`src/hdl/lps_pkg.sv`:
```
// Lane position smoother: shared types and constants.
// No dependencies.
package lps_pkg;

	localparam int XW = 12;  // x coordinate width

	typedef struct packed {
		logic [XW-1:0] left_top_x;
		logic [XW-1:0] left_bottom_x;
		logic [XW-1:0] right_top_x;
		logic [XW-1:0] right_bottom_x;
	} lps_in_t;

	typedef struct packed {
		logic          show_lanes;
		logic          history_cleared;
		logic [XW-1:0] avg_left_top;
		logic [XW-1:0] avg_left_bottom;
		logic [XW-1:0] avg_right_top;
		logic [XW-1:0] avg_right_bottom;
	} lps_out_t;

endpackage

```
`src/hdl/lps_stream_if.sv`:
```
// Valid/ready stream interface carrying one payload item per handshake.
// Payload type is a parameter; no other dependencies.
interface lps_stream_if #(parameter type T = logic);
	logic valid;
	logic ready;
	T     data;

	modport source (output valid, output data, input ready);
	modport sink   (input valid, input data, output ready);
endinterface

```
`src/hdl/lane_position_smoother_core.sv`:
```
// Lane position smoother top level: history RAMs, summing sequencer, shared divider.
// Depends on lps_pkg, lps_stream_if and lps_ram.
//
//  port      dir   item       payload
//  lanes     in    lps_in_t   four lane x positions of one frame
//  smoothed  out   lps_out_t  show/cleared flags and four averages
//
// One item goes through accept, push, history scan, four divisions and result write;
// each division runs over an SW-bit dividend, SW = 12 + clog2(D+1).
// A side with no counted entries skips its two divisions.
// The shared restoring divider makes one quotient bit per cycle.
// Reset clears fill counts, pointers, miss state and the output valid; RAM contents
// are never cleared, entries past the fill count are ignored.
// lanes.ready is high only between items; a finished result waits in the output
// register and the next item may be taken meanwhile. A new result stalls while it is full.
module lane_position_smoother_core
	import lps_pkg::*;
#(
	parameter int HISTORY_DEPTH = 8
) (
	input  logic         clk,
	input  logic         arst_n,
	lps_stream_if.sink   lanes,
	lps_stream_if.source smoothed
);

	localparam int AW = $clog2(HISTORY_DEPTH);
	localparam int CW = $clog2(HISTORY_DEPTH + 1);
	localparam int SW = XW + CW;
	localparam int BW = $clog2(SW);
	localparam logic [CW-1:0] DEPTH_C = CW'(HISTORY_DEPTH);
	localparam logic [AW-1:0] LAST_A  = AW'(HISTORY_DEPTH - 1);

	typedef enum logic [2:0] {
		S_IDLE,
		S_PUSH,
		S_SUM,
		S_DLOAD,
		S_DIV,
		S_DONE
	} state_t;

	state_t          state_q;
	lps_in_t         in_q;
	lps_out_t        out_q;
	logic            out_vld_q;

	logic [AW-1:0]   ptr_l_q, ptr_r_q;
	logic [CW-1:0]   cnt_l_q, cnt_r_q;
	logic [CW-1:0]   miss_q;
	logic            long_miss_q;
	logic            show_q, clear_q;

	logic [CW-1:0]   idx_q;
	logic            pend_l_q, pend_r_q;
	logic [SW-1:0]   st_l_q, sb_l_q, st_r_q, sb_r_q;
	logic [CW-1:0]   n_l_q, n_r_q;

	logic [1:0]      div_idx_q;
	logic [BW-1:0]   bit_q;
	logic [SW-1:0]   quo_q;
	logic [CW-1:0]   rem_q;
	logic [CW-1:0]   dvs_q;
	logic [XW-1:0]   avg_q [4];

	// history RAM ports
	logic            left_on, right_on;
	logic            we_l, we_r;
	logic [2*XW-1:0] rd_l, rd_r;

	assign left_on  = (in_q.left_top_x != '0) || (in_q.left_bottom_x != '0);
	assign right_on = (in_q.right_top_x != '0) || (in_q.right_bottom_x != '0);
	assign we_l     = (state_q == S_PUSH) && left_on;
	assign we_r     = (state_q == S_PUSH) && right_on;

	lps_ram #(.WIDTH(2 * XW), .DEPTH(HISTORY_DEPTH)) u_ram_l (
		.clk   (clk),
		.we    (we_l),
		.waddr (ptr_l_q),
		.wdata ({in_q.left_top_x, in_q.left_bottom_x}),
		.raddr (idx_q[AW-1:0]),
		.rdata (rd_l)
	);

	lps_ram #(.WIDTH(2 * XW), .DEPTH(HISTORY_DEPTH)) u_ram_r (
		.clk   (clk),
		.we    (we_r),
		.waddr (ptr_r_q),
		.wdata ({in_q.right_top_x, in_q.right_bottom_x}),
		.raddr (idx_q[AW-1:0]),
		.rdata (rd_r)
	);

	// miss bookkeeping for the current item
	logic            both_on, none_on, ended;
	logic [CW-1:0]   miss_nx;

	assign both_on = left_on && right_on;
	assign none_on = !left_on && !right_on;
	assign ended   = both_on && long_miss_q;

	always_comb begin
		if (both_on) begin
			miss_nx = '0;
		end else if (none_on && (miss_q < DEPTH_C)) begin
			miss_nx = miss_q + 1'b1;
		end else begin
			miss_nx = miss_q;
		end
	end

	// divider operand select and restoring step
	logic [SW-1:0]   dvd_sel;
	logic [CW-1:0]   dvs_sel;
	logic [CW:0]     rem_sh, diff;
	logic            ge;
	logic [CW-1:0]   rem_nx;
	logic [SW-1:0]   quo_nx;

	always_comb begin
		case (div_idx_q)
			2'd0:    begin dvd_sel = st_l_q; dvs_sel = n_l_q; end
			2'd1:    begin dvd_sel = sb_l_q; dvs_sel = n_l_q; end
			2'd2:    begin dvd_sel = st_r_q; dvs_sel = n_r_q; end
			default: begin dvd_sel = sb_r_q; dvs_sel = n_r_q; end
		endcase
	end

	assign rem_sh = {rem_q, quo_q[SW-1]};
	assign diff   = rem_sh - {1'b0, dvs_q};
	assign ge     = !diff[CW];
	assign rem_nx = ge ? diff[CW-1:0] : rem_sh[CW-1:0];
	assign quo_nx = {quo_q[SW-2:0], ge};

	logic out_free;
	assign out_free = !out_vld_q || smoothed.ready;

	assign lanes.ready    = (state_q == S_IDLE);
	assign smoothed.valid = out_vld_q;
	assign smoothed.data  = out_q;

	always_ff @(posedge clk or negedge arst_n) begin
		if (!arst_n) begin
			state_q     <= S_IDLE;
			out_vld_q   <= 1'b0;
			ptr_l_q     <= '0;
			ptr_r_q     <= '0;
			cnt_l_q     <= '0;
			cnt_r_q     <= '0;
			miss_q      <= '0;
			long_miss_q <= 1'b0;
			pend_l_q    <= 1'b0;
			pend_r_q    <= 1'b0;
			idx_q       <= '0;
			div_idx_q   <= '0;
			bit_q       <= '0;
		end else begin
			// S_DONE reloads the output register itself
			if (out_vld_q && smoothed.ready && (state_q != S_DONE)) begin
				out_vld_q <= 1'b0;
			end

			// read data arrives in the cycle after the address
			pend_l_q <= (state_q == S_SUM) && (idx_q < DEPTH_C) && (idx_q < cnt_l_q);
			pend_r_q <= (state_q == S_SUM) && (idx_q < DEPTH_C) && (idx_q < cnt_r_q);
			if (pend_l_q && (rd_l[2*XW-1:XW] != '0)) begin
				st_l_q <= st_l_q + SW'(rd_l[2*XW-1:XW]);
				sb_l_q <= sb_l_q + SW'(rd_l[XW-1:0]);
				n_l_q  <= n_l_q + 1'b1;
			end
			if (pend_r_q && (rd_r[2*XW-1:XW] != '0)) begin
				st_r_q <= st_r_q + SW'(rd_r[2*XW-1:XW]);
				sb_r_q <= sb_r_q + SW'(rd_r[XW-1:0]);
				n_r_q  <= n_r_q + 1'b1;
			end

			case (state_q)
				S_IDLE: begin
					if (lanes.valid) begin
						in_q    <= lanes.data;
						state_q <= S_PUSH;
					end
				end
				S_PUSH: begin
					if (left_on) begin
						ptr_l_q <= (ptr_l_q == LAST_A) ? '0 : ptr_l_q + 1'b1;
						if (cnt_l_q != DEPTH_C) cnt_l_q <= cnt_l_q + 1'b1;
					end
					if (right_on) begin
						ptr_r_q <= (ptr_r_q == LAST_A) ? '0 : ptr_r_q + 1'b1;
						if (cnt_r_q != DEPTH_C) cnt_r_q <= cnt_r_q + 1'b1;
					end
					miss_q <= miss_nx;
					if (ended) begin
						long_miss_q <= 1'b0;
						show_q      <= 1'b0;
						clear_q     <= 1'b0;
					end else if (miss_nx >= DEPTH_C) begin
						long_miss_q <= 1'b1;
						show_q      <= 1'b0;
						clear_q     <= 1'b1;
					end else begin
						show_q      <= 1'b1;
						clear_q     <= 1'b0;
					end
					st_l_q  <= '0;
					sb_l_q  <= '0;
					n_l_q   <= '0;
					st_r_q  <= '0;
					sb_r_q  <= '0;
					n_r_q   <= '0;
					idx_q   <= '0;
					state_q <= S_SUM;
				end
				S_SUM: begin
					// a final pass with idx at the depth drains the last read
					if (idx_q == DEPTH_C) begin
						div_idx_q <= '0;
						state_q   <= S_DLOAD;
					end else begin
						idx_q <= idx_q + 1'b1;
					end
				end
				S_DLOAD: begin
					if (dvs_sel == '0) begin
						avg_q[div_idx_q] <= '0;
						div_idx_q        <= div_idx_q + 1'b1;
						if (div_idx_q == 2'd3) state_q <= S_DONE;
					end else begin
						quo_q   <= dvd_sel;
						rem_q   <= '0;
						dvs_q   <= dvs_sel;
						bit_q   <= BW'(SW - 1);
						state_q <= S_DIV;
					end
				end
				S_DIV: begin
					quo_q <= quo_nx;
					rem_q <= rem_nx;
					bit_q <= bit_q - 1'b1;
					if (bit_q == '0) begin
						avg_q[div_idx_q] <= quo_nx[XW-1:0];
						div_idx_q        <= div_idx_q + 1'b1;
						state_q          <= (div_idx_q == 2'd3) ? S_DONE : S_DLOAD;
					end
				end
				S_DONE: begin
					if (out_free) begin
						out_q.show_lanes       <= show_q;
						out_q.history_cleared  <= clear_q;
						out_q.avg_left_top     <= avg_q[0];
						out_q.avg_left_bottom  <= avg_q[1];
						out_q.avg_right_top    <= avg_q[2];
						out_q.avg_right_bottom <= avg_q[3];
						out_vld_q              <= 1'b1;
						if (clear_q) begin
							cnt_l_q <= '0;
							cnt_r_q <= '0;
							ptr_l_q <= '0;
							ptr_r_q <= '0;
						end
						state_q <= S_IDLE;
					end
				end
				default: begin
					state_q <= S_IDLE;
				end
			endcase
		end
	end

	a_fill_bound: assert property (@(posedge clk) disable iff (!arst_n)
		(cnt_l_q <= DEPTH_C) && (cnt_r_q <= DEPTH_C))
		else $error("history fill count past depth");

	a_long_miss_sat: assert property (@(posedge clk) disable iff (!arst_n)
		long_miss_q |-> (miss_q == DEPTH_C))
		else $error("long miss set without saturated miss count");

	a_clear_applied: assert property (@(posedge clk) disable iff (!arst_n)
		((state_q == S_DONE) && out_free && clear_q) |=> ((cnt_l_q == '0) && (cnt_r_q == '0)))
		else $error("histories not emptied after long miss");

	a_rem_bound: assert property (@(posedge clk) disable iff (!arst_n)
		(state_q == S_DIV) |-> (rem_q < dvs_q))
		else $error("divider remainder not below divisor");

	a_cleared_hidden: assert property (@(posedge clk) disable iff (!arst_n)
		((state_q == S_DONE) && out_free && clear_q) |=> !out_q.show_lanes)
		else $error("cleared frame marked as shown");

endmodule

```
`src/hdl/lps_ram.sv`:
```
// Generic simple dual-port RAM: one write port, one registered read port.
// No dependencies.
module lps_ram #(
	parameter int WIDTH = 24,
	parameter int DEPTH = 8
) (
	input  logic                     clk,
	input  logic                     we,
	input  logic [$clog2(DEPTH)-1:0] waddr,
	input  logic [WIDTH-1:0]         wdata,
	input  logic [$clog2(DEPTH)-1:0] raddr,
	output logic [WIDTH-1:0]         rdata
);

	logic [WIDTH-1:0] mem [DEPTH];

	always_ff @(posedge clk) begin
		if (we) begin
			mem[waddr] <= wdata;
		end
		rdata <= mem[raddr];
	end

endmodule

```
`src/flat_wrapper.sv`:
```
// flat-port wrapper written by rule: the top's interface ports become plain ports
module lane_position_smoother_core_flat import lps_pkg::*;
#(
	parameter int HISTORY_DEPTH = 8
)
  (clk, arst_n, lanes_valid, lanes_data, lanes_ready, smoothed_valid, smoothed_data, smoothed_ready);
  lps_stream_if #(.T(lps_in_t)) lanes_i ();
  lps_stream_if #(.T(lps_out_t)) smoothed_i ();
  input  logic clk;
  input  logic arst_n;
  input wire logic [$bits(lanes_i.valid)-1:0] lanes_valid;
  input wire logic [$bits(lanes_i.data)-1:0] lanes_data;
  output wire logic [$bits(lanes_i.ready)-1:0] lanes_ready;
  output wire logic [$bits(smoothed_i.valid)-1:0] smoothed_valid;
  output wire logic [$bits(smoothed_i.data)-1:0] smoothed_data;
  input wire logic [$bits(smoothed_i.ready)-1:0] smoothed_ready;
  assign lanes_i.valid = lanes_valid;
  assign lanes_i.data = lanes_data;
  assign lanes_ready = lanes_i.ready;
  assign smoothed_valid = smoothed_i.valid;
  assign smoothed_data = smoothed_i.data;
  assign smoothed_i.ready = smoothed_ready;
  lane_position_smoother_core #(.HISTORY_DEPTH(HISTORY_DEPTH)) u_core (.clk(clk), .arst_n(arst_n), .lanes(lanes_i), .smoothed(smoothed_i));
endmodule
```
`config.mk`:
```
export PLATFORM = sky130hd
export DESIGN_NAME = lane_position_smoother_core_flat
export DESIGN_NICKNAME = d
export VERILOG_FILES = /design/src/hdl/lps_pkg.sv /design/src/hdl/lps_stream_if.sv /design/src/hdl/lane_position_smoother_core.sv /design/src/hdl/lps_ram.sv /design/src/flat_wrapper.sv
export SDC_FILE = /design/constraint.sdc
export NUM_CORES = 1
export LEC_CHECK = 0
export BUFFER_PORTS_ARGS = -buffer_cell sky130_fd_sc_hd__buf_2
export CAP_MARGIN = 15
export CORE_MARGIN = 2
export CORE_UTILIZATION = 55
export CTS_CLUSTER_DIAMETER = 80
export DETAILED_ROUTE_END_ITERATION = 6
export HOLD_SLACK_MARGIN = 0.1
export PLACE_DENSITY = 0.83
export SLEW_MARGIN = 20
export SYNTH_ARGS = -nofsm -noshare
export SYNTH_HDL_FRONTEND = slang
export SYNTH_SLANG_ARGS = --single-unit
```
`constraint.sdc`:
```
create_clock -name clk -period 4.1 [get_ports clk]
set_clock_uncertainty 0.1 [all_clocks]
set_input_delay 0.615 -clock clk [delete_from_list [all_inputs] [get_ports clk]]
set_output_delay 0.615 -clock clk [all_outputs]
set_load 0.01 [all_outputs]
```
Word level (Yosys, flattened, before mapping)
Memories as Yosys holds them, arrays and structs flattened. A register that Yosys moved wholly into a read port is not among the register bits.
Cells that the tools add are included.
Word-level totals
  bits in writable memories: 432
  memories kept: 3
  register bits: 183
  input port bits: 52
  output and inout bits: 52
  word-level logic and storage cells: 199
Cells by class
  add/subtract/negate cells: 15
  equality and inequality tests: 27
  reduce and logical (&&, ||, !) cells: 52
  muxes and demuxes: 65
  bitwise logic cells: 2
  magnitude comparators: 5
Memories
  u_core.u_ram_l.mem: words 8, width 24, read ports 1, clocked after memory_dff 1, wr ports 1, line lps_ram.sv:15  | logic [WIDTH-1:0] mem [DEPTH];
  u_core.u_ram_r.mem: words 8, width 24, read ports 1, clocked after memory_dff 1, wr ports 1, line lps_ram.sv:15
  u_core.avg_q: words 4, width 12, read ports 4, clocked after memory_dff 4, wr ports 1, line lane_position_smoother_core.sv:64  | logic [XW-1:0] avg_q [4];
Operator list (count)
  $mux 16: 5
  $reduce_bool 12->1: 6
  $add 16x12->16: 4
  $mux 4: 15
  $pmux 16 s3: 1
  $pmux 4 s2: 5
  $mux 3: 13
  $pmux 16 s2: 1
  $add 4x1->4 const B: 6
  $pmux 3 s6: 1
  $mux 1: 17
  $logic_and 1x1->1: 15
  $reduce_and 5->1: 3
  $eq 3x3->1 const B: 4
  $mux 12: 1
  $ne 2x1->1 const B: 6
  $ne 2x2->1 const B: 6
  $pmux 3 s2: 2
  $reduce_and 3->1: 4
  $reduce_and 4->1: 3
  $logic_not 4->1: 2
  $lt 4x4->1: 2
  $lt 4x4->1 const B: 2
  $ne 4x4->1 const B: 2
  23 further kinds: 40

Logic depth before layout (Yosys ltp)
Gate-level depths: netlist of run 1.
  depth in word-level cells: 10
  gate-level depth with buffers: 11
  mapped depth without buffers: 10

Modules after synthesis
A second synthesis of run 1 with hierarchy kept.
Unflattened totals
  cell total of the unflattened synthesis: 1794
  area, all modules: 29478.3 µm²
By module, submodules not included
  lps_ram: seq. area each 6246.0 µm², cells an instance 314, times used 2, area an instance 7797.5 µm²
  lane_position_smoother_core: seq. area each 8202.9 µm², cells an instance 1166, times used 1, area an instance 13883.3 µm²

Least setup slack after synthesis of run 1
Ideal clock, no wire load.
  path type: reg-to-reg
  start point: reg u_core.state_q[0]
  end point: mem u_core.u_ram_r.mem[0][0], enable pin
  setup slack: 0.615 ns
  stages on the path, launching flop included: 6
  setup time: 0.435 ns
  data required time: 3.565 ns
  arrival time: 2.950 ns
  cells stage by stage: dfrtp_1 > buf_2 > nor2b_1 > nand2_1 > or3_1 > nor3_1
Between the ends
  word-level cells in the longest chain between the ends: 4
RTL lines
  start: declaration: line lane_position_smoother_core.sv:43  | state_t state_q;
  start signal: assignment: line lane_position_smoother_core.sv:244  | state_q <= (div_idx_q == 2'd3) ? S_DONE : S_DLOAD;
  $eq 3x1->1: line lane_position_smoother_core.sv:74  | assign we_r = (state_q == S_PUSH) && right_on;
  $logic_and 1x1->1: line lane_position_smoother_core.sv:74
  $mux 1: line lps_ram.sv:18  | if (we) begin
  $mux 1 (implied by the code): line lps_ram.sv:19  | mem[waddr] <= wdata;
  end: declaration: line lps_ram.sv:15
Every way passes these cells.

Worst setup path after layout of run 1
  start point: reg u_core.div_idx_q[1]
  end point: mem u_core.avg_q[1][6], enable pin
Between the ends
  word-level cells in the longest chain between the ends: 9
  elaborated cells on any way between the ends: 10
RTL lines
  start: declaration: line lane_position_smoother_core.sv:59  | logic [1:0] div_idx_q;
  start signal: assignment: line lane_position_smoother_core.sv:227  | div_idx_q <= div_idx_q + 1'b1;
  start signal: assignment: line lane_position_smoother_core.sv:243  | div_idx_q <= div_idx_q + 1'b1;
  $eq 2x1->1 / $logic_not 2->1 (equally long branches): line lane_position_smoother_core.sv:121  | case (div_idx_q)
  $reduce_or 2->1 (no line)
  $mux 4: line lane_position_smoother_core.sv:121
  $logic_not 4->1: line lane_position_smoother_core.sv:225  | if (dvs_sel == '0) begin
  $mux 1: line lane_position_smoother_core.sv:225
  $mux 1: line lane_position_smoother_core.sv:177  | case (state_q)
  $logic_and 1x1->1 (implied by the code): line lane_position_smoother_core.sv:226  | avg_q[div_idx_q] <= '0;
  $mux 1 (implied by the code): line lane_position_smoother_core.sv:226
  $or 1x1->1 (no line)
  end: declaration: line lane_position_smoother_core.sv:64
Parallel ways exist; a longest one is shown, timed or not.

==> results.txt, run 1 <==
----------------------------------------------------
[Finish]
  Fraction of final layout cells sized beyond drive strength 1 ... 21.7%
  Fill count ... between 3000 and 4000
  Count of inserted antenna diode cells ... 0
  Post-layout instance area ... roughly 33000 um2
  Final #Nets ... 2077
  Layout Area Growth over Synthesis ... 14.5%
  Final std cells w/o fill ... 2690

[Logic synthesis]
  Fraction of registers with async set or reset after synthesis ... 4.92%
  Count of synthesis-stage warnings from yosys ... 0
  Post-synth net total ... about 1900
  Post-synthesis area per instance ... between 15 and 20 um2
  Portion of netlist area occupied by mux cells ... 9.75%
  Synth Area in Compound Gates ... 5.95%
  Xor-xnor portion of the synthesized cell area ... approximately 1.9%
  Cell area after synthesis ... about 30000 um2
  Number of enable-type register cells in the synthesized netlist ... 628
  Primary flip-flop cell chosen by synthesis mapping ... edfxtp_1
  Adder and majority gate portion of the synthesized area ... under 10%
  Seq/Total Area, Yosys ... 71.0%
  Flip-flop and latch count after synthesis ... 711
  Post-Synth Simple-Gate Area ... 6.27%
  Cell variety after synth ... 74
  Dominant combinational cell family by area after synthesis ... multiplexers
  Gate count of the mapped netlist ... 1758

[Setup path]
  Critical setup path kind ... register to register
  Kind of end point of the critical path ... register
  Maximum single-stage delay on the critical path ... 0.63 ns
  Library cell contributing the largest single delay on the critical path ... and3_1
  Series of cell instances along the critical path ... inv_1, ha_1, nor2_2, mux2i_1, nand4_4, o21ai_2, and3_1
  Critical path data required time ... between 4 and 5 ns
  Setup crit start kind ... register
  Reg2Reg Depth ... 7
  Biggest fanout along the worst timing path ... 19
  Endpoint arrival time on the critical path ... 3.36 ns

[Floorplanning]
  Die Ht ... 234 um
  # rows ... 84
  Number of primary I/O pins ... 104
  Core region area ... 52400 um2
  Starting density of the core ... 55.5%
  Die area ... between 50000 and 60000 um2
  Horizontal extent of the die ... 234 um

[Drt]
  Via density ... 6.07
  DRC errors left ... 6
  Detail Route Antenna Nets ... 0
  Initial DRC count ... 2014
  DRT Wirelength ... 61300 um
  Drt first pass iters ... 7
  WL/cell ... 22.8 um
  Number of vias in the routed layout ... 16300

[Timing]
  Max-slew violation count ... 0
  Final worst path period need ... ~3.2 ns
  Number of failing setup endpoints in the final timing report ... 0
  Worst-margin pin slew ... approximately 0.96 ns
  Hold Violations, Final ... 0
  Setup repair after global routing missed its margin ... no
  Final-layout worst hold slack ... 0.124 ns
  Slew margin rel. ... 36.0%
  Peak clock frequency supported by timing ... 309 MHz
  Total negative setup slack ... 0 ns
  Share of the cycle needed by the critical path after routing ... approximately 79%

[Clocking]
  CTS tree ... done
  Clock-pin transition on the worst setup and hold timing paths ... 0.06 ns
  Clk sinks ... 711
  Skew-Pair Late Insertion Delay ... 0.61 ns
  Cell at the root of the clock tree ... clkbuf_16
  Total clock buffers created by CTS ... 72
  H-tree level count ... 3
  Number of setup buffers added after CTS ... 0
  Max clock buf depth ... 3

[Worst hold path]
  Hold Crit Depth ... 1
  Hold WC Path Type ... primary input to register

[Global route]
  Maximum number of pins on one net before global-route repair ... 63
  Aggregate global-route resource usage ... approximately 23%
  Vias in the first global route ... 16600
  First-pass GRT wire length ... ~94000 um
  Initial antenna violation count ... 0
  Leftover overflow at the end of global routing ... 0

[Status]
  Status ... finished with violations
  Violated checks ... design-rule violations

[Place]
  Global placer's final weighted congestion ... 0.913
  Placement-stage cell area ... 30500 um2
  Number of cells in the design after placement ... around 2500
  Post-detailed-placement half-perimeter wirelength ... 37900 um
  Number of buffers inserted by port buffering ... 103

[Power and ir drop]
  Lkg Pwr ... 11.8 nW
  VDD IR max ... approximately 350 uV
  PwrDens ... 731 nW/um2

[Job]
  Maximum capacitance violations ... 0

----------------------------------------------------
==> synthesized netlist by cell type (all sizes together) (4+ instances only) <==
cell type,count,share of area (%)
a211oi,17,0.44
a21o,31,0.80
a21oi,82,1.4
a222oi,16,0.55
a31oi,5,0.11
and2,5,0.11
and3,21,0.45
buf,33,0.55
clkbuf,35,0.45
dfrtp,35,3.0
dfxtp,48,3.3
edfxtp,628,65
fa,5,0.34
ha,76,3.3
inv,37,0.48
mux2,54,2.1
mux2i,7,0.24
mux4,96,7.4
nand2,130,1.7
nand2b,9,0.19
nand3,43,0.74
nand4,11,0.29
nor2,103,1.3
nor2b,7,0.15
nor3,19,0.34
nor4,23,0.54
o211a,14,0.48
o211ai,7,0.20
o21ai,48,0.90
o31ai,5,0.18
or3,4,0.086
xnor2,40,1.2
xor2,23,0.69
==> layout by cell type, fill, tap and decap left out, types with 44 or more instances in the layout <==
cell type        n
mux2_2          54
edfxtp_1       628
mux4_2          96
ha_1            76
a21oi_1         80
clkbuf_16       75
dfxtp_1         48
nand2_1        130
nor2_1          89
dlygate4sd3_1   44
buf_2          102
==> path summary, 6_finish.rpt <==
| path | start | endpoint | slack, ns |
|---|---|---|---|
| worst min-delay path | lanes_data[43] | u_core.in_q[43] | 0.12 |
| max in group asynchronous | arst_n | u_core.idx_q[0] | 2.40 |
| min in group asynchronous | arst_n | u_core.bit_q[1] | 0.39 |
| worst min register to register | u_core.avg_q[2][11] | smoothed_data[23] | 0.32 |
| worst max-delay path | u_core.div_idx_q[1] | u_core.avg_q[1][6] | 0.87 |
| worst max register to register | u_core.div_idx_q[1] | u_core.avg_q[1][6] | 0.87 |
==> per-layer routing <==
metal / GRT usage [%] / wire length (um)
met1: 30.9 / 24400
met2: 36.6 / 29900
met3: 4.52 / 4890
met4: 9.67 / 2090
met5: 0 / 0
==> registers in the layout (all words and copies together), names as in the netlist, 16 cells and up <==
| signal | flops |
|---|---|
| u_core.u_ram_l.mem | 192 |
| u_core.u_ram_l.rdata | 24 |
| smoothed_data | 48 |
| u_core.st_l_q | 16 |
| u_core.sb_l_q | 16 |
| u_core.in_q | 48 |
| u_core.st_r_q | 16 |
| u_core.avg_q | 48 |
| u_core.sb_r_q | 16 |
| u_core.u_ram_r.mem | 192 |
| u_core.u_ram_r.rdata | 24 |
| u_core.quo_q | 16 |
==> cell type report <==
type	count	area (um2)	area share, %
Clock buffer	93	1970	5.92
Sequential cell	711	20700	62.1
Inverter	37	139	0.416
Multi-Input combinational cell	942	8070	24.2
Clock inverter	39	370	1.11
Tap cell	688	861	2.58
Timing Repair Buffer	180	1230	3.69
==> critical path: cells and delay by family (launching register included) <==
kind                     cells  cell delay (ns)
multiplexers                 1             0.43
flip-flops                   1             0.43
buffers and inverters        1             0.09
adder cells (fa/ha/maj)      1             0.42
AO/OA/AOI/OAI                1             0.17
AND/OR/NAND/NOR              3             1.21
==> power breakdown <==
group / internal [mW] / switching, mW
Combinational: 3.30 / 4.10
Clock: 3.80 / 2.68
Sequential: 9.37 / 1.13
Total: 16.5 / 7.91
==> cells by family (layout without fill, tap and decap cells) <==
kind of cell | Yosys count | in the layout
buffers and inverters | 105 | 349
multiplexers | 157 | 157
AO/OA/AOI/OAI | 254 | 254
adder cells (fa/ha/maj) | 81 | 81
flip-flops | 711 | 711
XOR/XNOR | 63 | 63
AND/OR/NAND/NOR | 387 | 387
==> through the flow <==
step / total power, mW / worst slack, ns / util [%]
finish: 24.4 / 0.867 / 63.6
global route: 25.6 / 0.708 / 63.6
CTS: 24.4 / 0.910 / 63.5
detailed placement: 17.8 / 0.924 / 58.2
global placement: 17.5 / 1.11 / 58.2
floorplan: 15.7 / 0.615 / -
==> timing repair <==
action | 4_1_cts | 5_1_grt
hold buffers | 44 | 0
endpoints found under the hold margin | 49 | 0
gates resized for setup | 0 | 0
Note: power is estimated with default switching activity, not from simulation.
==> run 2, diff against run 1 <==
Settings changed: ABC_AREA from default to 1, PLACE_DENSITY 0.83 to 0.86.
Clock period 4.1 ns to 2.6 ns, I/O delays scaled along.
==> results.txt, run 2 <==
----------------------------------------------------
[Finish]
  Commonest cells after routing, fill and taps aside ... edfxtp_1, nor2_1, nand2_1, o21ai_0, inv_1 (was edfxtp_1, nand2_1, buf_2, mux4_2, nor2_1)
  Layout Area Growth over Synthesis ... 16.6% (was 14.5%)
  Fill count ... 3623 (was 3439)
  Final #Nets ... 3015 (was 2077)
  Post-layout instance area ... 35200 um2 (was 33300 um2)
  Commonest non-fill, non-tap cell in the layout ... edfxtp_1 (unchanged)
  Final std cells w/o fill ... 3635 (was 2690)
  Fraction of final layout cells sized beyond drive strength 1 ... 12.2% (was 21.7%)
  Count of inserted antenna diode cells ... 0 (unchanged)
  Registers with the most flip-flops ... u_core.u_ram_l.mem: 192 flops, u_core.u_ram_r.mem: 192 flops (unchanged)

[Floorplanning]
  Horizontal extent of the die ... 238 um (was 234 um)
  Die area ... 56900 um2 (was 54800 um2)
  Number of primary I/O pins ... 104 (unchanged)
  Core region area ... 54100 um2 (was 52400 um2)
  # rows ... 85 (was 84)
  Die Ht ... 238 um (was 234 um)
  Starting density of the core ... 55.9% (was 55.5%)

[Logic synthesis]
  Post-synth top cells ... edfxtp_1, nor2_1, nand2_1 (was edfxtp_1, nand2_1, nor2_1)
  Cell area after synthesis ... 30200 um2 (was 29100 um2)
  Post-synthesis area per instance ... 11.3 um2 (was 16.6 um2)
  Cell with the most instances after synthesis ... edfxtp_1 (unchanged)
  Seq/Total Area, Yosys ... 68.4% (was 71.0%)
  Number of enable-type register cells in the synthesized netlist ... 628 (unchanged)
  Fraction of registers with async set or reset after synthesis ... 4.92% (unchanged)
  Cell variety after synth ... 42 (was 74)
  Post-synth net total ... 2805 (was 1891)
  Synth top area cells ... edfxtp_1, nor2_1, o21ai_0 (was edfxtp_1, mux4_2, dfxtp_1)
  Gate count of the mapped netlist ... 2672 (was 1758)
  Flip-flop and latch count after synthesis ... 711 (unchanged)
  Yosys top cell by area ... edfxtp_1 (unchanged)
  Count of synthesis-stage warnings from yosys ... 0 (unchanged)
  Primary flip-flop cell chosen by synthesis mapping ... edfxtp_1 (unchanged)
  Share of Yosys cell area claimed by the top area cell type ... 62.4% (was 64.7%)

[Setup path]
  Cell family contributing the most delay on the critical path ... simple AND/OR/NAND/NOR gates (unchanged)
  Biggest fanout along the worst timing path ... 14 (was 19)
  Kind of end point of the critical path ... register (unchanged)
  Maximum single-stage delay on the critical path ... 0.51 ns (was 0.63 ns)
  Critical setup path kind ... register to register (unchanged)
  Cell type with the highest occurrence count on the critical path ... nand2_1
  Library cell contributing the largest single delay on the critical path ... edfxtp_1 (was and3_1)
  Series of cell instances along the critical path ... nor2_1, nand2_1, nor2_1, nand3_1, nand2_1, inv_1, nand2_1, nor2_4, buf_12 (was inv_1, ha_1, nor2_2, mux2i_1, nand4_4, o21ai_2, and3_1)
  Critical path data required time ... 2.83 ns (was 4.23 ns)
  Endpoint arrival time on the critical path ... 2.69 ns (was 3.36 ns)
  Combined buffer and inverter count along the critical path ... 2 (was 1)
  Setup crit start kind ... register (unchanged)

[Power and ir drop]
  PwrDens ... 1220 nW/um2 (was 731 nW/um2)
  VDD IR max ... 717 uV (was 346 uV)
  Lkg Pwr ... 13.3 nW (was 11.8 nW)

[Timing]
  Peak clock frequency supported by timing ... 406 MHz (was 309 MHz)
  Number of failing setup endpoints in the final timing report ... 0 (unchanged)
  Worst-margin pin slew ... 0.978 ns (was 0.960 ns)
  Hold Violations, Final ... 0 (unchanged)
  Share of the cycle needed by the critical path after routing ... 94.7% (was 78.8%)
  Final worst path period need ... 2.46 ns (was 3.23 ns)
  Max-slew violation count ... 0 (unchanged)
  Slew margin rel. ... 34.8% (was 36.0%)

[Clocking]
  Cell at the root of the clock tree ... clkbuf_16 (unchanged)
  Clock-pin transition on the worst setup and hold timing paths ... 0.06 ns (about the same)
  Total clock buffers created by CTS ... 73 (was 72)
  Skew-Pair Late Insertion Delay ... 0.64 ns (was 0.61 ns)
  H-tree level count ... 3 (unchanged)
  Max clock buf depth ... 3 (unchanged)
  Number of setup buffers added after CTS ... 0 (unchanged)
  CTS tree ... done (unchanged)
  Clk sinks ... 711 (unchanged)

[Drt]
  Via density ... 5.91 (was 6.07)
  WL/cell ... 19.7 um (was 22.8 um)
  Number of vias in the routed layout ... 21500 (was 16300)
  Drt first pass iters ... 7 (unchanged)
  DRT Wirelength ... 71800 um (was 61300 um)
  Detail Route Antenna Nets ... 0 (unchanged)
  DRC errors left ... 0 (was 6)
  Initial DRC count ... 2663 (was 2014)

[Global route]
  Leftover overflow at the end of global routing ... 0 (unchanged)
  Vias in the first global route ... 21100 (was 16600)
  Aggregate global-route resource usage ... 25.4% (was 22.9%)
  Initial antenna violation count ... 1 (was 0)
  First-pass GRT wire length ... 112000 um (was 94500 um)
  Maximum number of pins on one net before global-route repair ... 126 (was 63)

[Place]
  Post-detailed-placement half-perimeter wirelength ... 43700 um (was 37900 um)
  Placement-stage cell area ... 32100 um2 (was 30500 um2)
  Number of buffers inserted by port buffering ... 103 (unchanged)
  Global placer's final weighted congestion ... 0.932 (was 0.913)
  Number of cells in the design after placement ... 3452 (was 2513)

[Job]
  Maximum capacitance violations ... 0 (unchanged)

[Worst hold path]
  Hold WC Path Type ... primary input to register (unchanged)

[Status]
  Status ... complete, no violations (was finished with violations)

----------------------------------------------------
-- run 2: cell types whose count changed in the layout (fill, tap and decap cells not counted), sizes merged, moves of 47 or more --
cell,before,now
mux4,96,0
inv,41,145
buf,136,196
nor2,103,575
o22ai,1,48
mux2,54,0
nand3,43,128
o21ai,48,295
nand2,130,335
-- run 2: repair_timing --
item	4_1_cts	5_1_grt
hold buffers	51	0
endpoints found under the setup margin	20	127
endpoints found under the hold margin	84	0
gates resized for setup	1	10
-- run 2: area by class of cell --
cell class | instances | area [um2] | area share [%]
clock buffers | 93 | 2010 | 5.72
clock inverters | 39 | 542 | 1.54
inverters | 143 | 542 | 1.54
multi-input cells | 1706 | 8620 | 24.5
flip-flops and latches | 711 | 20700 | 58.7
well taps | 696 | 871 | 2.47
repair buffers | 247 | 1960 | 5.55
-- run 2: logic make-up after synthesis --
kind of cell	count (synthesis)	share of synthesized area (%)
AND/OR/NAND/NOR	1056	14.1
AO/OA/AOI/OAI	529	9.46
buffers and inverters	255	3.41
XOR/XNOR	40	1.16
flip-flops	711	68.4
adder cells (fa/ha/maj)	81	3.48
-- run 2: worst reg2reg max path, stage by stage, from the launching register on --
cell and delay [ns]:
edfxtp_1 0.51, nor2_1 0.10, nand2_1 0.10, nor2_1 0.06, nand3_1 0.15, nand2_1 0.10
inv_1 0.10, nand2_1 0.25, nor2_4 0.47, buf_12 0.22
-- run 2: metal layers --
layer | GRT usage (%) | vias to the layer above | routed length (um)
li1 | - | 9792 | -
met1 | 33.7 | 10200 | 27700
met2 | 41.6 | 1274 | 34500
met3 | 4.72 | 212 | 7000
met4 | 10.5 | 2 | 2640
met5 | 0 | - | 9
-- run 2: final timing paths --
| kind | cells past startpoint | slack, ns | from | endpoint |
|---|---|---|---|---|
| max | 9 | 0.14 | u_core.in_q[41] | u_core.u_ram_l.mem[6][11] |
| min | 5 | 0.20 | lanes_valid | u_core.state_q[1] |
| max reg2reg | 9 | 0.14 | u_core.in_q[41] | u_core.u_ram_l.mem[6][11] |
| min reg2reg | 0 | 0.32 | u_core.avg_q[3][8] | smoothed_data[8] |
| max in group asynchronous | 3 | 1.19 | arst_n | u_core.cnt_r_q[2] |
| min in group asynchronous | 3 | 0.37 | arst_n | u_core.div_idx_q[1] |
-- run 2: stage by stage --
stage	TNS, ns	util (%)	total power, mW	hold slack, ns	worst slack, ns
2_1_floorplan	0	-	27.0	-0.00559	0.000269
3_3_place_gp	0	59.3	30.8	0.165	0.128
3_5_place_dp	-0.557	59.3	31.6	0.172	-0.0285
4_1_cts	0	65.0	42.8	0.178	0.0286
5_1_grt	-0.0147	65.1	45.5	0.215	-0.00929
6_report	0	65.1	43.1	0.197	0.139
-- run 2: where the power goes --
part           switching [mW]  internal, mW  leakage (nW)  total (mW)
clock network            4.45          6.54          1.25        11.0
logic                    10.4          5.34          5.41        15.7
registers                1.44          15.0          6.61        16.4
total                    16.3          26.9          13.3        43.1
==> run 3, diff against run 2 <==
Settings changed: ABC_AREA 1 to 0.
==> results.txt, run 3 (same netlist as run 1, synthesis figures left out) <==
----------------------------------------------------
[Status]
  Status ... finished with violations (was complete, no violations)
  Violated checks ... design-rule violations, negative setup slack

[Setup path]
  Critical setup path kind ... register to register (unchanged)
  Critical path data required time ... 2.96 ns (was 2.83 ns)
  Biggest fanout along the worst timing path ... 4 (was 14)
  Kind of end point of the critical path ... register (unchanged)
  Setup crit start kind ... register (unchanged)
  Crit Reg-Reg Startpoint ... u_core.sb_l_q[0] (was u_core.in_q[41])
  Worst reg2reg endpoint ... u_core.sb_l_q[8] (was u_core.u_ram_l.mem[6][11])
  Endpoint arrival time on the critical path ... 2.96 ns (was 2.69 ns)
  Setup slack, reg-to-reg ... -0.003 ns (was 0.14 ns)
  Reg2Reg Depth ... 9 (unchanged)

[Global route]
  Initial antenna violation count ... 0 (was 1)
  Maximum number of pins on one net before global-route repair ... 53 (was 126)
  Aggregate global-route resource usage ... 23.8% (was 25.4%)
  Vias in the first global route ... 17100 (was 21100)
  Leftover overflow at the end of global routing ... 0 (unchanged)
  First-pass GRT wire length ... 97900 um (was 112000 um)

[Floorplanning]
  Core region area ... 52400 um2 (was 54100 um2)
  Die area ... 54800 um2 (was 56900 um2)
  Number of primary I/O pins ... 104 (unchanged)
  # rows ... 84 (was 85)
  Starting density of the core ... 55.5% (was 55.9%)
  Die Ht ... 234 um (was 238 um)
  Horizontal extent of the die ... 234 um (was 238 um)

[Clocking]
  Clock-pin transition on the worst setup and hold timing paths ... 0.06 ns (about the same)
  Skew-Pair Late Insertion Delay ... 0.61 ns (was 0.64 ns)
  Clk sinks ... 711 (unchanged)
  H-tree level count ... 3 (unchanged)
  Max clock buf depth ... 3 (unchanged)
  Cell at the root of the clock tree ... clkbuf_16 (unchanged)
  Total clock buffers created by CTS ... 72 (was 73)
  CTS tree ... done (unchanged)

[Finish]
  Post-layout instance area ... 34700 um2 (was 35200 um2)
  Layout Area Growth over Synthesis ... 19.2% (was 16.6%)
  Commonest cells after routing, fill and taps aside ... edfxtp_1, nand2_1, buf_4, buf_2, mux4_2 (was edfxtp_1, nor2_1, nand2_1, o21ai_0, inv_1)
  Fill count ... 3206 (was 3623)
  Commonest non-fill, non-tap cell in the layout ... edfxtp_1 (unchanged)
  Count of inserted antenna diode cells ... 0 (unchanged)
  Fraction of final layout cells sized beyond drive strength 1 ... 27.3% (was 12.2%)
  Final #Nets ... 2177 (was 3015)
  Registers with the most flip-flops ... u_core.u_ram_l.mem: 192 flops, u_core.u_ram_r.mem: 192 flops (unchanged)

[Drt]
  Drt first pass iters ... 7 (unchanged)
  DRC errors left ... 9 (was 0)
  DRT Wirelength ... 65300 um (was 71800 um)
  Number of vias in the routed layout ... 17100 (was 21500)
  Via density ... 6.12 (was 5.91)
  Initial DRC count ... 2071 (was 2663)
  Detail Route Antenna Nets ... 0 (unchanged)
  WL/cell ... 23.4 um (was 19.7 um)

[Power and ir drop]
  PwrDens ... 1160 nW/um2 (was 1220 nW/um2)
  Lkg Pwr ... 12.4 nW (was 13.3 nW)
  VDD IR max ... 625 uV (was 717 uV)

[Job]
  Maximum capacitance violations ... 0 (unchanged)

[Timing]
  Max-slew violation count ... 0 (unchanged)
  Post-route setup slack ... -0.00285 ns (was 0.139 ns)
  Share of the cycle needed by the critical path after routing ... 100% (was 94.7%)
  Slew margin rel. ... 45.9% (was 34.8%)
  Peak clock frequency supported by timing ... 384 MHz (was 406 MHz)
  Hold Violations, Final ... 0 (unchanged)
  Final worst path period need ... 2.60 ns (was 2.46 ns)
  Worst-margin pin slew ... 0.811 ns (was 0.978 ns)
  Number of failing setup endpoints in the final timing report ... 1 (was 0)
  Total negative setup slack ... -0.00285 ns (was 0 ns)
  Setup repair after global routing missed its margin ... yes

[Worst hold path]
  Hold WC Path Type ... primary input to async pin (was primary input to register)

[Place]
  Post-detailed-placement half-perimeter wirelength ... 39100 um (was 43700 um)
  Placement-stage cell area ... 31500 um2 (was 32100 um2)
  Number of buffers inserted by port buffering ... 103 (unchanged)
  Worst setup slack before clock tree synthesis ... -0.197 ns (was -0.0285 ns)
  Global placer's final weighted congestion ... 0.889 (was 0.932)

----------------------------------------------------
[run 3: cell types whose count changed in the layout (fill, tap and decap cells not counted), sizes merged, moves of 21 or more]
cell | before | now
a21o | 0 | 31
a21oi | 104 | 82
a31oi | 48 | 5
and3 | 0 | 21
buf | 196 | 230
inv | 145 | 41
mux2 | 0 | 54
mux4 | 0 | 96
nand2 | 335 | 130
nand3 | 128 | 43
nor2 | 575 | 103
nor4 | 0 | 23
o21ai | 295 | 48
o22ai | 48 | 1
[run 3: worst max-delay path by stage]
stage               cells past startpoint  slack (ns)                       end         startpoint
detailed placement                     11       -0.20          u_core.miss_q[2]    u_core.in_q[15]
CTS                                    11       0.001          u_core.miss_q[2]    u_core.in_q[15]
global route                            8       -0.09          u_core.miss_q[2]    u_core.in_q[43]
floorplan                               5       -0.24  u_core.u_ram_r.mem[6][0]  u_core.state_q[0]
finish                                  9      -0.003          u_core.sb_l_q[8]   u_core.sb_l_q[0]
global placement                       11       -0.08          u_core.miss_q[2]    u_core.in_q[15]
[run 3: layout make-up]
type                            count  area [um2]  area share [%]
Clock inverter                     34         332           0.955
Timing Repair Buffer              280        2280            6.58
Multi-Input combinational cell    942        8320            23.9
Sequential cell                   711       20700            59.6
Tap cell                          688         861            2.48
Clock buffer                       98        2090            6.03
Inverter                           37         139           0.400
[run 3: worst max-delay path: stages (launching register included)]
cell,delay [ns]
edfxtp_1,0.45
ha_4,0.21
fa_2,0.37
a211oi_2,0.21
nor2_1,0.09
o21a_2,0.26
o41ai_4,0.37
xnor2_1,0.16
nand2_1,0.07
a21oi_1,0.14
[run 3: report_power, final]
group | switching (mW) | internal, mW | leakage (nW)
Combinational | 7.43 | 6.08 | 4.56
Sequential | 1.49 | 14.8 | 6.65
Clock | 4.30 | 6.18 | 1.19
[run 3: through the flow]
step	power (mW)	util (%)	hold WS, ns	instances
final	40.3	66.2	0.130	2790
after global routing	42.1	66.2	0.148	2790
after CTS	39.7	65.8	0.102	2779
after detailed placement	28.8	60.1	0.196	2597
after global placement	28.2	60.1	0.191	2597
after floorplan	24.8	-	-0.00559	1758
[run 3: per-layer routing]
metal,global-route usage [%],routed length [um]
met4,11.1,2770
met5,0,0
met2,38.6,32500
met1,30.8,25500
met3,5.23,4560
[run 3: repair_timing]
| action | in CTS | in global routing |
|---|---|---|
| hold buffers | 50 | 0 |
| setup buffers | 0 | 11 |
| hold endpoints to repair | 77 | 0 |
| resized for setup | 15 | 31 |
| endpoints found under the setup margin | 236 | 372 |
| pin swaps | 6 | 18 |
